`src/sv/lpr_pkg.sv`:
```
// Shared constants for the line pixel rasterizer.
package lpr_pkg;

    // Default coordinate width, in bits per axis
    localparam int COORD_BITS_DEF = 6;
    // Color word width (24-bit RGB)
    localparam int COLOR_BITS = 24;

    // Sequencer state codes
    localparam logic LPR_IDLE = 1'b0;
    localparam logic LPR_RUN  = 1'b1;

endpackage

```
`src/sv/line_pixel_rasterizer_top.sv`:
```
// Line rasterizer: takes one line word and emits its pixels with an incremental error term.
//
//  channel | dir | handshake          | word
//  --------+-----+--------------------+----------------------------------------------
//  s_      | in  | s_valid / s_ready  | x_start, y_start, x_end, y_end, line_color
//  m_      | out | m_valid / m_ready  | pixel_x, pixel_y, pixel_color, last_pixel
//
// A line of n pixels, where n = max(|dx|, |dy|) + 1, is set up in the accept cycle;
// the error-term unit then gives one pixel per cycle while m_ready is high.
// The single add/compare/subtract unit steps the error term once per accepted pixel.
// s_ready is high only while no line is in flight; m_ready low holds the current pixel.
// aresetn is synchronous, active low, and returns the sequencer to idle.
module line_pixel_rasterizer_top
    import lpr_pkg::*;
#(
    parameter int COORD_BITS = COORD_BITS_DEF
) (
    input  logic                  aclk,
    input  logic                  aresetn,
    // input line channel
    input  logic                  s_valid,
    output logic                  s_ready,
    input  logic [COORD_BITS-1:0] s_x_start,
    input  logic [COORD_BITS-1:0] s_y_start,
    input  logic [COORD_BITS-1:0] s_x_end,
    input  logic [COORD_BITS-1:0] s_y_end,
    input  logic [COLOR_BITS-1:0] s_line_color,
    // output pixel channel
    output logic                  m_valid,
    input  logic                  m_ready,
    output logic [COORD_BITS-1:0] m_pixel_x,
    output logic [COORD_BITS-1:0] m_pixel_y,
    output logic [COLOR_BITS-1:0] m_pixel_color,
    output logic                  m_last_pixel
);

    localparam int CW = COORD_BITS;

    logic          state_reg, state_next;
    logic [CW-1:0] px_reg, px_next;
    logic [CW-1:0] py_reg, py_next;
    logic [CW-1:0] err_reg, err_next;
    logic [CW-1:0] num_reg, num_next;
    logic [CW-1:0] den_reg, den_next;
    logic [CW-1:0] cnt_reg, cnt_next;
    logic          steep_reg, steep_next;
    logic          fall_reg, fall_next;
    logic [COLOR_BITS-1:0] color_reg, color_next;

    logic          s_acc, m_acc;
    logic          swap, fall, steep;
    logic [CW-1:0] xa, ya, xb, yb, dx, ady, lo;
    logic [CW:0]   sum;
    logic          carry;
    logic [CW-1:0] err_step, minor_step;

    assign s_acc = s_valid && s_ready;
    assign m_acc = m_valid && m_ready;

    // Setup: order endpoints so x rises, classify the slope
    always_comb begin
        swap  = s_x_end < s_x_start;
        xa    = swap ? s_x_end   : s_x_start;
        ya    = swap ? s_y_end   : s_y_start;
        xb    = swap ? s_x_start : s_x_end;
        yb    = swap ? s_y_start : s_y_end;
        dx    = xb - xa;
        fall  = yb < ya;
        ady   = fall ? (ya - yb) : (yb - ya);
        lo    = fall ? yb : ya;
        steep = ady > dx;
    end

    // Shared error-term unit: err + num, compare against den, subtract on carry
    always_comb begin
        sum        = {1'b0, err_reg} + {1'b0, num_reg};
        carry      = sum >= {1'b0, den_reg};
        err_step   = carry ? CW'(sum - {1'b0, den_reg}) : CW'(sum);
        minor_step = steep_reg ? px_reg : py_reg;
        if (carry) begin
            minor_step = fall_reg ? (minor_step - CW'(1)) : (minor_step + CW'(1));
        end
    end

    // Sequencer and datapath next state
    always_comb begin
        state_next = state_reg;
        px_next    = px_reg;
        py_next    = py_reg;
        err_next   = err_reg;
        num_next   = num_reg;
        den_next   = den_reg;
        cnt_next   = cnt_reg;
        steep_next = steep_reg;
        fall_next  = fall_reg;
        color_next = color_reg;
        case (state_reg)
            LPR_IDLE: begin
                if (s_acc) begin
                    state_next = LPR_RUN;
                    steep_next = steep;
                    fall_next  = fall;
                    color_next = s_line_color;
                    if (steep) begin
                        // step y upward; x offset is floor, or ceil back from xb
                        px_next  = fall ? xb : xa;
                        py_next  = lo;
                        num_next = dx;
                        den_next = ady;
                        err_next = fall ? (ady - CW'(1)) : '0;
                        cnt_next = ady;
                    end else begin
                        // step x; falling lines use ceil via a biased error term
                        px_next  = xa;
                        py_next  = ya;
                        num_next = ady;
                        den_next = dx;
                        err_next = fall ? (dx - CW'(1)) : '0;
                        cnt_next = dx;
                    end
                end
            end
            LPR_RUN: begin
                if (m_acc) begin
                    if (cnt_reg == '0) begin
                        state_next = LPR_IDLE;
                    end else begin
                        cnt_next = cnt_reg - CW'(1);
                        err_next = err_step;
                        if (steep_reg) begin
                            py_next = py_reg + CW'(1);
                            px_next = minor_step;
                        end else begin
                            px_next = px_reg + CW'(1);
                            py_next = minor_step;
                        end
                    end
                end
            end
            default: begin
                state_next = LPR_IDLE;
            end
        endcase
    end

    // Control state
    always_ff @(posedge aclk) begin
        if (!aresetn) begin
            state_reg <= LPR_IDLE;
        end else begin
            state_reg <= state_next;
        end
    end

    // Datapath registers
    always_ff @(posedge aclk) begin
        px_reg    <= px_next;
        py_reg    <= py_next;
        err_reg   <= err_next;
        num_reg   <= num_next;
        den_reg   <= den_next;
        cnt_reg   <= cnt_next;
        steep_reg <= steep_next;
        fall_reg  <= fall_next;
        color_reg <= color_next;
    end

    assign s_ready       = (state_reg == LPR_IDLE);
    assign m_valid       = (state_reg == LPR_RUN);
    assign m_pixel_x     = px_reg;
    assign m_pixel_y     = py_reg;
    assign m_pixel_color = color_reg;
    assign m_last_pixel  = (cnt_reg == '0);

`ifndef NO_ASSERTIONS
    // never accepting a line while a pixel is offered
    a_excl: assert property (@(posedge aclk) disable iff (!aresetn)
        !(s_ready && m_valid))
        else $error("s_ready and m_valid high together");

    // error term stays below its denominator while stepping
    a_err_range: assert property (@(posedge aclk) disable iff (!aresetn)
        m_valid |-> (err_reg < den_reg || den_reg == '0))
        else $error("error term out of range");

    // an accepted line produces a pixel next cycle
    a_start: assert property (@(posedge aclk) disable iff (!aresetn)
        s_acc |=> m_valid)
        else $error("no pixel after line accept");

    // last pixel taken returns to idle
    a_done: assert property (@(posedge aclk) disable iff (!aresetn)
        (m_acc && m_last_pixel) |=> s_ready)
        else $error("not idle after last pixel");

    // a non-final pixel taken is followed by another pixel
    a_more: assert property (@(posedge aclk) disable iff (!aresetn)
        (m_acc && !m_last_pixel) |=> m_valid)
        else $error("pixel stream ended early");
`endif

endmodule

```
`config.mk`:
```
export PLATFORM = sky130hd
export DESIGN_NAME = line_pixel_rasterizer_top
export DESIGN_NICKNAME = d
export VERILOG_FILES = /design/src/sv/lpr_pkg.sv /design/src/sv/line_pixel_rasterizer_top.sv
export SDC_FILE = /design/constraint.sdc
export NUM_CORES = 1
export LEC_CHECK = 0
export ABC_AREA = 1
export BUFFER_PORTS_ARGS = -buffer_cell sky130_fd_sc_hd__buf_2
export CAP_MARGIN = 20
export CORE_ASPECT_RATIO = 0.7
export CORE_MARGIN = 4
export CORE_UTILIZATION = 62
export CTS_CLUSTER_DIAMETER = 100
export CTS_CLUSTER_SIZE = 14
export DETAILED_ROUTE_END_ITERATION = 16
export PLACE_DENSITY = 0.89
export SLEW_MARGIN = 20
export SYNTH_ARGS = -nofsm -noshare
export SYNTH_HDL_FRONTEND = slang
export SYNTH_SLANG_ARGS = --single-unit
export TNS_END_PERCENT = 30
```
`constraint.sdc`:
```
create_clock -name aclk -period 8.85 [get_ports aclk]
set_input_delay 1.3275 -clock aclk [delete_from_list [all_inputs] [get_ports aclk]]
set_output_delay 1.3275 -clock aclk [all_outputs]
set_load 0.01 [all_outputs]
```
# [Word level (Yosys, flattened, before mapping)]
# Index checks and enable logic that the tools add are counted.
[totals] ff_bits=63 elab_cells=75 mem_bits_rw=0 latch_bits=0 out_inout_bits=39 n_memories=0 rom_bits=0
[classes] addsub=12 n_reduce_logical=5 muxes=40 n_bitwise=1 multipliers=0 div=0 n_eq_ne=3 n_lt_le_gt_ge=4 shift=0
[op_table] op="2-to-1 mux 6 bit" count=32
[op_table] op="one-hot mux 6 bit (2 select lines)" count=4
[op_table] op="subtractor 6 x 1 -> 6 bit, second input constant" count=4
[op_table] op="subtractor 6 bit" count=4
[op_table] op="adder 6 x 1 -> 6 bit, second input constant" count=3
[op_table] op="less-than comparator 6 bit" count=2
[op_table] op="adder 6 x 6 -> 7 bit" count=1
[op_table] op=">= comparator 7 x 6 -> 1 bit" count=1
[op_table] op="> comparator 6 bit" count=1
[op_table] op="zero test 6 bit" count=1
[op_table] op="!= test 2 x 1 -> 1 bit, second input constant" count=2
[op_table] op="2-to-1 mux 1 bit" count=3
[op_table] op="AND reduction 3 bit" count=1
[op_table] op="logical AND 1 bit" count=2
[op_table] op="!= test 2 bit, second input constant" count=1
[op_table] op="one-hot mux 1 bit (2 select lines)" count=1
[op_table] op="AND reduction 2 bit" count=1
[op_table] op="inverter 1 bit" count=1

# [Longest topological paths before layout]
# Gate-level depths: netlist of run 1.
[logic_depth] depth_word=9 depth_mapped=31 depth_no_buf=29

# [Worst setup path before layout of run 1]
# OpenSTA, ideal clock, no wires.
[synth_timing] path_kind="input port to flip-flop" start="input port s_x_start[5]" end="register cnt_reg[2] (data pin)" n_path_buf=3 stages=28 arrival_ps=4818 path_slack_ps=3763 setup_time_ps=269 required_time_ps=8581 path_cell_list="inv_1 ha_1 nand2_2 inv_1 nand2_4 nand3_4 buf_8 buf_8 nand2_1 nand3_2 ha_1 inv_1 nand2_1 nand2_1 nand3_4 nand3_1 nand2_1 ha_1 nand2_1 nor2_1 o21ai_0 o211ai_1 nand2_1 inv_1 buf_1 nand2_1 o21ai_0 o21ai_0"
[synth_via] elab_chain_cells=8 word_cells_on_any_way=14 cone_classes="add/sub (3); order compare (3); mux (8)"
[synth_rtl] item="start: declaration" line="line_pixel_rasterizer_top.sv:23" rtl="input logic [COORD_BITS-1:0] s_x_start,"
[synth_rtl] item="less-than comparator 6 bit" line="line_pixel_rasterizer_top.sv:62" rtl="swap = s_x_end < s_x_start;"
[synth_rtl] item="2-to-1 mux 6 bit, on equally long branches" line="line_pixel_rasterizer_top.sv:66, line_pixel_rasterizer_top.sv:64"
[synth_rtl] item="subtractor 6 bit or less-than comparator 6 bit (tied branches)" line="line_pixel_rasterizer_top.sv:69, line_pixel_rasterizer_top.sv:68"
[synth_rtl] item="2-to-1 mux 6 bit" line="line_pixel_rasterizer_top.sv:69" rtl="ady = fall ? (ya - yb) : (yb - ya);"
[synth_rtl] item="> comparator 6 bit *" line="line_pixel_rasterizer_top.sv:71" rtl="steep = ady > dx;"
[synth_rtl] item="named net steep" line="line_pixel_rasterizer_top.sv:51" rtl="logic swap, fall, steep;"
[synth_rtl] item="2-to-1 mux 6 bit *" line="line_pixel_rasterizer_top.sv:104" rtl="if (steep) begin"
[synth_rtl] item="2-to-1 mux 6 bit *" line="line_pixel_rasterizer_top.sv:99" rtl="if (s_acc) begin"
[synth_rtl] item="one-hot mux 6 bit (2 select lines) *" line="line_pixel_rasterizer_top.sv:97" rtl="case (state_reg)"
[synth_rtl] item="named net cnt_next[2]" line="line_pixel_rasterizer_top.sv:45" rtl="logic [CW-1:0] cnt_reg, cnt_next;"
[synth_rtl] item="end signal: assignment" line="line_pixel_rasterizer_top.sv:162" rtl="cnt_reg <= cnt_next;"
[synth_rtl] item="end: declaration" line="line_pixel_rasterizer_top.sv:45"
# Mark *: on every way through the listed nets, which the timed path passes. The rest lies on a longest branch. The select of a mux whose other input is x is not followed.
# A chain may end at the register's enable or synchronous reset.

# [Final worst setup path of run 1]
[layout_timing] start="input port s_x_start[3]" end="register err_reg[5] (data pin)"
[layout_via] elab_chain_cells=9 word_cells_on_any_way=18 cone_classes="add/sub (5); order compare (3); mux (10)"
[layout_rtl] item="less-than comparator 6 bit *" line="line_pixel_rasterizer_top.sv:62"
[layout_rtl] item="2-to-1 mux 6 bit, on equally long branches" line="line_pixel_rasterizer_top.sv:66, line_pixel_rasterizer_top.sv:64"
[layout_rtl] item="less-than comparator 6 bit *" line="line_pixel_rasterizer_top.sv:68" rtl="fall = yb < ya;"
[layout_rtl] item="named net fall" line="line_pixel_rasterizer_top.sv:51"
[layout_rtl] item="2-to-1 mux 6 bit" line="line_pixel_rasterizer_top.sv:69"
[layout_rtl] item="subtractor 6 x 1 -> 6 bit" line="line_pixel_rasterizer_top.sv:110" rtl="err_next = fall ? (ady - CW'(1)) : '0;"
[layout_rtl] item="2-to-1 mux 6 bit" line="line_pixel_rasterizer_top.sv:110"
[layout_rtl] item="2-to-1 mux 6 bit *" line="line_pixel_rasterizer_top.sv:104"
[layout_rtl] item="2-to-1 mux 6 bit *" line="line_pixel_rasterizer_top.sv:99"
[layout_rtl] item="one-hot mux 6 bit (2 select lines) *" line="line_pixel_rasterizer_top.sv:97"
[layout_rtl] item="named net err_next[5]" line="line_pixel_rasterizer_top.sv:42" rtl="logic [CW-1:0] err_reg, err_next;"
[layout_rtl] item="end signal: assignment" line="line_pixel_rasterizer_top.sv:159" rtl="err_reg <= err_next;"
[layout_rtl] item="end: declaration" line="line_pixel_rasterizer_top.sv:42"
# Marks and branches as above.

==> impl_metrics.py, run 1 <==
metrics = {
    "sta": {
        "finalCritPeriodShare_pct": 67.58,
        "slew_viol_final": 0,
        "finalClockSkew_ps": 7.776,
        "min_period_ps": 5980,
        "max_slew.worst_pin.slew_ps": 713.3,
        "setup_violations": 0,
        "relSlewSlack_pct": 52.45,
        "hold_slack_ps": 621.1,
        "hold_violations": 0,
        "rsz0062_at_grt": "false",
        "setup_tns_ps": 0,
        "clock.fmax_mhz": 167.2,
    },
    "logic_synthesis": {
        "synth_seq_cells": 63,
        "synth.distinct_cells": 47,
        "synth_ff_type": "edfxtp_1",
        "synth.avg_cell_area_um2": 7.843,
        "ys.warnings.count": 0,
        "syn-num-nets": 747,
        "synth-edff-count": 62,
        "seq_area_frac_synth_pct": 36.63,
        "async_reset_ff_share_pct": 0,
        "syn-cell-area_mm2": 0.005137,
        "synth_cells": 655,
    },
    "worst_setup_path": {
        "startpoint_type": "primary input",
        "crit_type": "primary input to flip-flop",
        "cp.arrival_ps": 6170,
        "cp_max_fo": 37,
        "slowest_delay_ps": 430,
        "critPathSlowestCell": "nand2_1",
        "cp_top_family": "simple AND/OR/NAND/NOR gates",
        "reg2regPathDepth": 18,
        "endpoint_kind": "flip-flop",
        "worst_ep_required_time_ps": 9040,
        "crit_top_cell": "nand2_1",
        "path_depth": 29,
        "cp_num_buf_inv": 5,
    },
    "drt": {
        "drc": 0,
        "ant_nets": 0,
        "post_drt_via_cell_ratio": 5.942,
        "finalWirelength_mm": 14.74,
        "drtIter0Drc": 756,
        "vias": 5057,
        "wl_per_cell_um": 17.32,
        "drtPass1Iterations": 6,
    },
    "floorplan": {
        "dieArea_mm2": 0.009830,
        "die_y_um": 84.16,
        "rows": 27,
        "ioPinCount": 91,
        "initial_core_util_pct": 64.44,
        "core-area_mm2": 0.007973,
        "fp.dieW_um": 116.8,
    },
    "run_status": {
        "outcome": "finished, final reports clean",
    },
    "finish": {
        "layout-drive-gt1-share_pct": 19.49,
        "fillers": 590,
        "syn_to_final_growth_pct": 15.90,
        "largest_register_ff_count": 24,
        "fin_area_mm2": 0.005954,
        "nets": 836,
    },
    "clock_network": {
        "cts_resized": 0,
        "clk_pin_slew_ps": 50,
        "clock_latency_ps": 320,
        "cts_tree": "built",
        "cts_htree_levels": 3,
        "cts_hold_buf": 0,
        "cts_buffer_depth": 2,
        "cts_root_buffer": "clkbuf_16",
        "clock_sinks": 63,
        "cts_setup_buffers": 0,
        "numCtsBuffers": 9,
    },
    "placed_design": {
        "place_congestion": 1.006,
        "hpwl_mm": 11.20,
        "portBuffers": 90,
        "placed_cell_area_mm2": 0.005654,
    },
    "grt": {
        "grt_pass1_vias": 4653,
        "grt_pass1_wl_mm": 23.49,
        "overflow": 0,
        "grt_usage_pct": 30.70,
        "grt_max_degree": 41,
        "antenna_found_initial": 1,
    },
    "pwr": {
        "ir_drop_mv": 0.1318,
        "p_leak_nw": 2.890,
        "powerDensity_mw_per_mm2": 332.4,
    },
    "min_path": {
        "holdPathStages": 2,
        "min_path_type": "flip-flop to flip-flop",
    },
    "job": {
        "maxCapViolations": 0,
    },
}
-- layout make-up --
class,count,area [um^2],area share [%]
diodes,1,2.502,0.04203
clock buffers,13,260.3,4.371
clock inverters,3,17.52,0.2942
inverters,83,311.5,5.232
multi-input cells,494,2869,48.18
flip-flops and latches,63,1882,31.60
well taps,101,126.4,2.122
repair buffers,93,485.5,8.153
-- power by group --
| part | leakage (nW) | switching (mW) | internal, mW |
|---|---|---|---|
| registers | 0.606 | 0.0550 | 0.440 |
| clock network | 0.136 | 0.126 | 0.204 |
| logic | 2.15 | 0.763 | 0.392 |
| total | 2.89 | 0.943 | 1.04 |
-- synth_stat cells (6+ instances only) --
cell type,n,area (um^2)
nand2_1,182,683.2
inv_1,78,292.8
edfxtp_1,62,1862
o21ai_0,54,270.3
ha_1,37,462.9
nand3_1,37,185.2
nor2_1,36,135.1
a21oi_1,34,170.2
xor2_1,20,175.2
nand4_1,14,87.58
o21ai_1,12,60.06
clkbuf_1,8,30.03
nand2_2,8,50.05
xnor2_1,8,70.07
o21ai_2,6,52.55
-- cell families after synthesis --
kind of cell | synth area share, %
AOI/OAI and AO/OA | 13.81
and+or+nand+nor | 26.30
DFF | 36.63
muxes | 0.1948
adders and majority gates | 10.18
xor gates and xnor gates | 5.090
buffers and inverters | 7.794
-- worst register-to-register path, cell delays in order, from the launching register on --
cell      delay [ps]
edfxtp_1         380
ha_1             230
fa_1             410
xor2_1           240
ha_1             320
a21oi_1          210
nand2_1           70
nand2_1           90
nand2_1           60
a21oi_1          200
o21ai_0          120
nand2_1           70
nand2_1          310
nand2_1          180
nor2_1            80
o21ai_0          220
o21ai_0          110
a21oi_1          150
nor2_1            50
-- through the flow --
| step | setup slack [ps] | power [mW] | cells | util, % |
|---|---|---|---|---|
| 2_1_floorplan | 3763 | 1.305 | 655 | - |
| 3_3_place_gp | 2984 | 1.534 | 833 | 70.92 |
| 3_5_place_dp | 2776 | 1.595 | 833 | 70.92 |
| 4_1_cts | 3046 | 1.943 | 849 | 74.40 |
| 5_1_grt | 2449 | 2.143 | 851 | 74.69 |
| 6_report | 2870 | 1.979 | 851 | 74.69 |
-- cell usage in the layout (no fill, tap or decap), drive strengths merged, types with 4 or more instances in the layout --
cell	count
nand3	42
xnor2	8
xor2	21
nor2	40
clkbuf	13
a21oi	36
nand4	14
ha	37
inv	83
o211ai	5
edfxtp	62
nand2	193
o21ai	72
nor3	4
buf	93
-- worst paths after layout --
kind                startpoint      endpoint  slack [ps]
hold reg to reg   m_pixel_y[5]  m_pixel_y[5]         620
hold / removal    m_pixel_y[5]  m_pixel_y[5]         620
setup reg to reg    num_reg[0]  m_pixel_y[5]        5090
setup / recovery  s_x_start[3]    err_reg[5]        2870
-- metal layers --
metal  vias up  GRT usage (%)  wire length (um)
met1      2288          45.87              6014
li1       2382              -                 -
met3        40          6.988              1876
met4         0          9.479               363
met2       347          44.30              6485
met5         -              0                 0
Note: power is estimated with default switching activity, not from simulation.
==> run 2, diff against run 1 <==
--- a/config.mk
+++ b/config.mk
@@ -5,16 +5,16 @@
 export SDC_FILE = /design/constraint.sdc
 export NUM_CORES = 1
 export LEC_CHECK = 0
-export ABC_AREA = 1
+export ABC_AREA = 0
 export BUFFER_PORTS_ARGS = -buffer_cell sky130_fd_sc_hd__buf_2
 export CAP_MARGIN = 20
 export CORE_ASPECT_RATIO = 0.7
 export CORE_MARGIN = 4
-export CORE_UTILIZATION = 62
+export CORE_UTILIZATION = 57
 export CTS_CLUSTER_DIAMETER = 100
 export CTS_CLUSTER_SIZE = 14
 export DETAILED_ROUTE_END_ITERATION = 16
-export PLACE_DENSITY = 0.89
+export PLACE_DENSITY = 0.83
 export SLEW_MARGIN = 20
 export SYNTH_ARGS = -nofsm -noshare
 export SYNTH_HDL_FRONTEND = slang
==> constraint.sdc (replaced) <==
create_clock -name aclk -period 5.55 [get_ports aclk]
set_input_delay 0.8325 -clock aclk [delete_from_list [all_inputs] [get_ports aclk]]
set_output_delay 0.8325 -clock aclk [all_outputs]
set_load 0.01 [all_outputs]
==> impl_metrics.py, run 2 <==
metrics = {
    "sta": {
        "finalCritPeriodShare_pct": 96.18,
        "min_period_ps": 5338,
        "setup_tns_ps": 0,
        "slew_viol_final": 0,
        "max_slew.worst_pin.slew_ps": 1054,
        "relSlewSlack_pct": 29.60,
        "finalClockSkew_ps": 7.692,
        "setup_violations": 0,
        "rsz0062_at_grt": "false",
        "hold_violations": 0,
        "hold_slack_ps": 675.8,
        "clock.fmax_mhz": 187.3,
    },
    "finish": {
        "fillers": 630,
        "layout-drive-gt1-share_pct": 26.62,
        "largest_register_ff_count": 24,
        "layout_common_cells": "buf_2 (91), edfxtp_1 (62), nand2_1 (44), nor2_1 (41), ha_1 (37)",
        "antenna_cells": 0,
        "syn_to_final_growth_pct": 20.33,
        "nets": 718,
        "layout_commonest_cell": "buf_2",
    },
    "placed_design": {
        "hpwl_mm": 9.957,
        "place_congestion": 0.9637,
        "portBuffers": 90,
    },
    "pwr": {
        "power_frac_clock_pct": 17.1,
        "p_leak_nw": 2.618,
        "comb_power_share_pct": 58.9,
        "p_int_mw": 1.839,
        "powerDensity_mw_per_mm2": 527.7,
        "ir_drop_mv": 0.2474,
        "power_frac_seq_pct": 24.0,
        "switching_share_pct": 42.96,
        "p_switching_mw": 1.385,
    },
    "worst_setup_path": {
        "worst_ep_required_time_ps": 5610,
        "worstReg2RegStart": "num_reg[0]",
        "cp_top_family": "compound AO/OA/AOI/OAI gates",
        "startpoint_type": "primary input",
        "reg2reg_to": "err_reg[4]",
        "cp_max_fo": 12,
        "crit_top_cell": "o21a_1",
        "critPathSlowestCell": "mux2i_2",
        "reg2regPathDepth": 12,
        "slowest_delay_ps": 340,
        "endpoint_kind": "flip-flop",
        "reg2reg_slack_ps": 1660,
        "cp.arrival_ps": 5400,
        "crit_type": "primary input to flip-flop",
        "cp_num_buf_inv": 4,
    },
    "logic_synthesis": {
        "yosysMostFrequentCell": "edfxtp_1",
        "ys.warnings.count": 0,
        "syn-cell-area_mm2": 0.005077,
        "synth.top_cells.by_count": "edfxtp_1 (62), nand2_1 (44), nor2_1 (41)",
        "synth.distinct_cells": 72,
        "yosysTopAreaCell": "edfxtp_1",
        "synth_cells": 521,
        "synth-edff-count": 62,
        "synth.avg_cell_area_um2": 9.745,
        "synthTopCellsByArea": "edfxtp_1 (37%), ha_1 (9.1%), mux2i_1 (5.1%), xnor2_1 (3.6%), nand2_1 (3.3%)",
        "synth_ff_type": "edfxtp_1",
        "synth_top_area_share_pct": 36.67,
        "seq_area_frac_synth_pct": 37.06,
        "syn-num-nets": 613,
        "synth_seq_cells": 63,
        "async_reset_ff_share_pct": 0,
    },
    "min_path": {
        "holdPathStages": 2,
        "holdCritStartpoint": "cnt_reg[5]",
        "min_path_type": "flip-flop to flip-flop",
        "hold_path_end": "m_valid",
    },
    "clock_network": {
        "cts_htree_levels": 3,
        "clock_latency_ps": 330,
        "cts_root_buffer": "clkbuf_16",
        "cts_hold_buf": 0,
        "clock_sinks": 63,
        "numCtsBuffers": 9,
        "cts_tree": "built",
        "clk_pin_slew_ps": 60,
        "cts_buffer_depth": 2,
    },
    "grt": {
        "grt_pass1_vias": 4247,
        "grt_pass1_wl_mm": 20.71,
        "grt_max_degree": 42,
        "antenna_found_initial": 0,
        "grt_usage_pct": 24.88,
        "overflow": 0,
    },
    "drt": {
        "drc": 0,
        "ant_nets": 0,
        "vias": 4410,
        "post_drt_via_cell_ratio": 5.872,
        "finalWirelength_mm": 12.99,
        "drtIter0Drc": 475,
        "wl_per_cell_um": 17.29,
        "drtPass1Iterations": 6,
    },
    "floorplan": {
        "initial_core_util_pct": 59.40,
        "die_y_um": 86.97,
        "ioPinCount": 91,
        "rows": 28,
        "dieArea_mm2": 0.01051,
        "core-area_mm2": 0.008548,
        "fp.dieW_um": 120.8,
    },
    "run_status": {
        "outcome": "finished, final reports clean",
    },
    "job": {
        "maxCapViolations": 0,
    },
}
-- run 2: final cells by class --
class | instances | area [um^2] | share of cell area [%]
well taps | 120 | 150.1 | 2.458
flip-flops and latches | 63 | 1882 | 30.80
clock inverters | 7 | 71.32 | 1.167
multi-input cells | 407 | 3033 | 49.64
repair buffers | 110 | 614.3 | 10.06
clock buffers | 9 | 225.2 | 3.686
inverters | 35 | 133.9 | 2.191
-- run 2: how the worst max path moves through the flow --
stage	slack (ps)	start	cells after the start	to
final	210	s_x_start[1]	25	m_pixel_y[2]
after floorplan	100	s_x_start[5]	25	m_pixel_x[0]
after detailed placement	-180	s_x_start[4]	22	m_pixel_y[2]
after global routing	30	s_x_start[1]	25	m_pixel_y[5]
after global placement	-40	s_x_start[4]	22	m_pixel_y[2]
after CTS	140	s_x_start[4]	22	m_pixel_y[2]
-- run 2: what timing repair did --
item,4_1_cts,5_1_grt
endpoints found under the hold margin,0,0
setup endpoints to repair,0,23
buffers inserted,0,2
gates resized for setup,0,12
-- run 2: cell families after synthesis --
kind of cell    Yosys count  synth area share, %
compound gates          126                17.40
flops                    63                37.06
buf+inv                  51                4.041
simple gates            166                16.51
mux                      36                7.565
fa+ha+maj                44                11.09
xor+xnor                 35                6.333
-- run 2: metal layers --
metal	vias up	GRT usage, %	part of all wire [%]
li1	2124	-	-
met1	2054	33.97	44
met2	209	40.50	47
met3	23	5.065	8.2
met4	0	7.305	1.4
met5	-	0	0
-- run 2: stage by stage --
| stage | power [mW] | setup slack (ps) | instance area [um^2] | cells | util [%] |
|---|---|---|---|---|---|
| after global routing | 3.468 | 30.23 | 6110 | 751 | 71.47 |
| after global placement | 2.508 | -35.46 | 5758 | 732 | 67.36 |
| after CTS | 3.175 | 143.1 | 6055 | 748 | 70.83 |
| after floorplan | 2.110 | 95.61 | 5077 | 521 | - |
| after detailed placement | 2.599 | -178.8 | 5758 | 732 | 67.36 |
| final | 3.224 | 212.3 | 6110 | 751 | 71.47 |
-- run 2: tightest hold or removal path, cell delays in order, from the launching register on --
cell	delay, ps
edfxtp_1	370
nor3b_1	100
a31oi_1	160
-- run 2: power by group through the flow --
| stage | logic, mW | clock network [mW] | registers, mW |
|---|---|---|---|
| final | 1.90 | 0.550 | 0.775 |
| after global routing | 2.10 | 0.581 | 0.786 |
| after CTS | 1.85 | 0.553 | 0.773 |
| after detailed placement | 1.82 | 0 | 0.781 |
| after global placement | 1.73 | 0 | 0.775 |
| after floorplan | 1.35 | 0 | 0.764 |
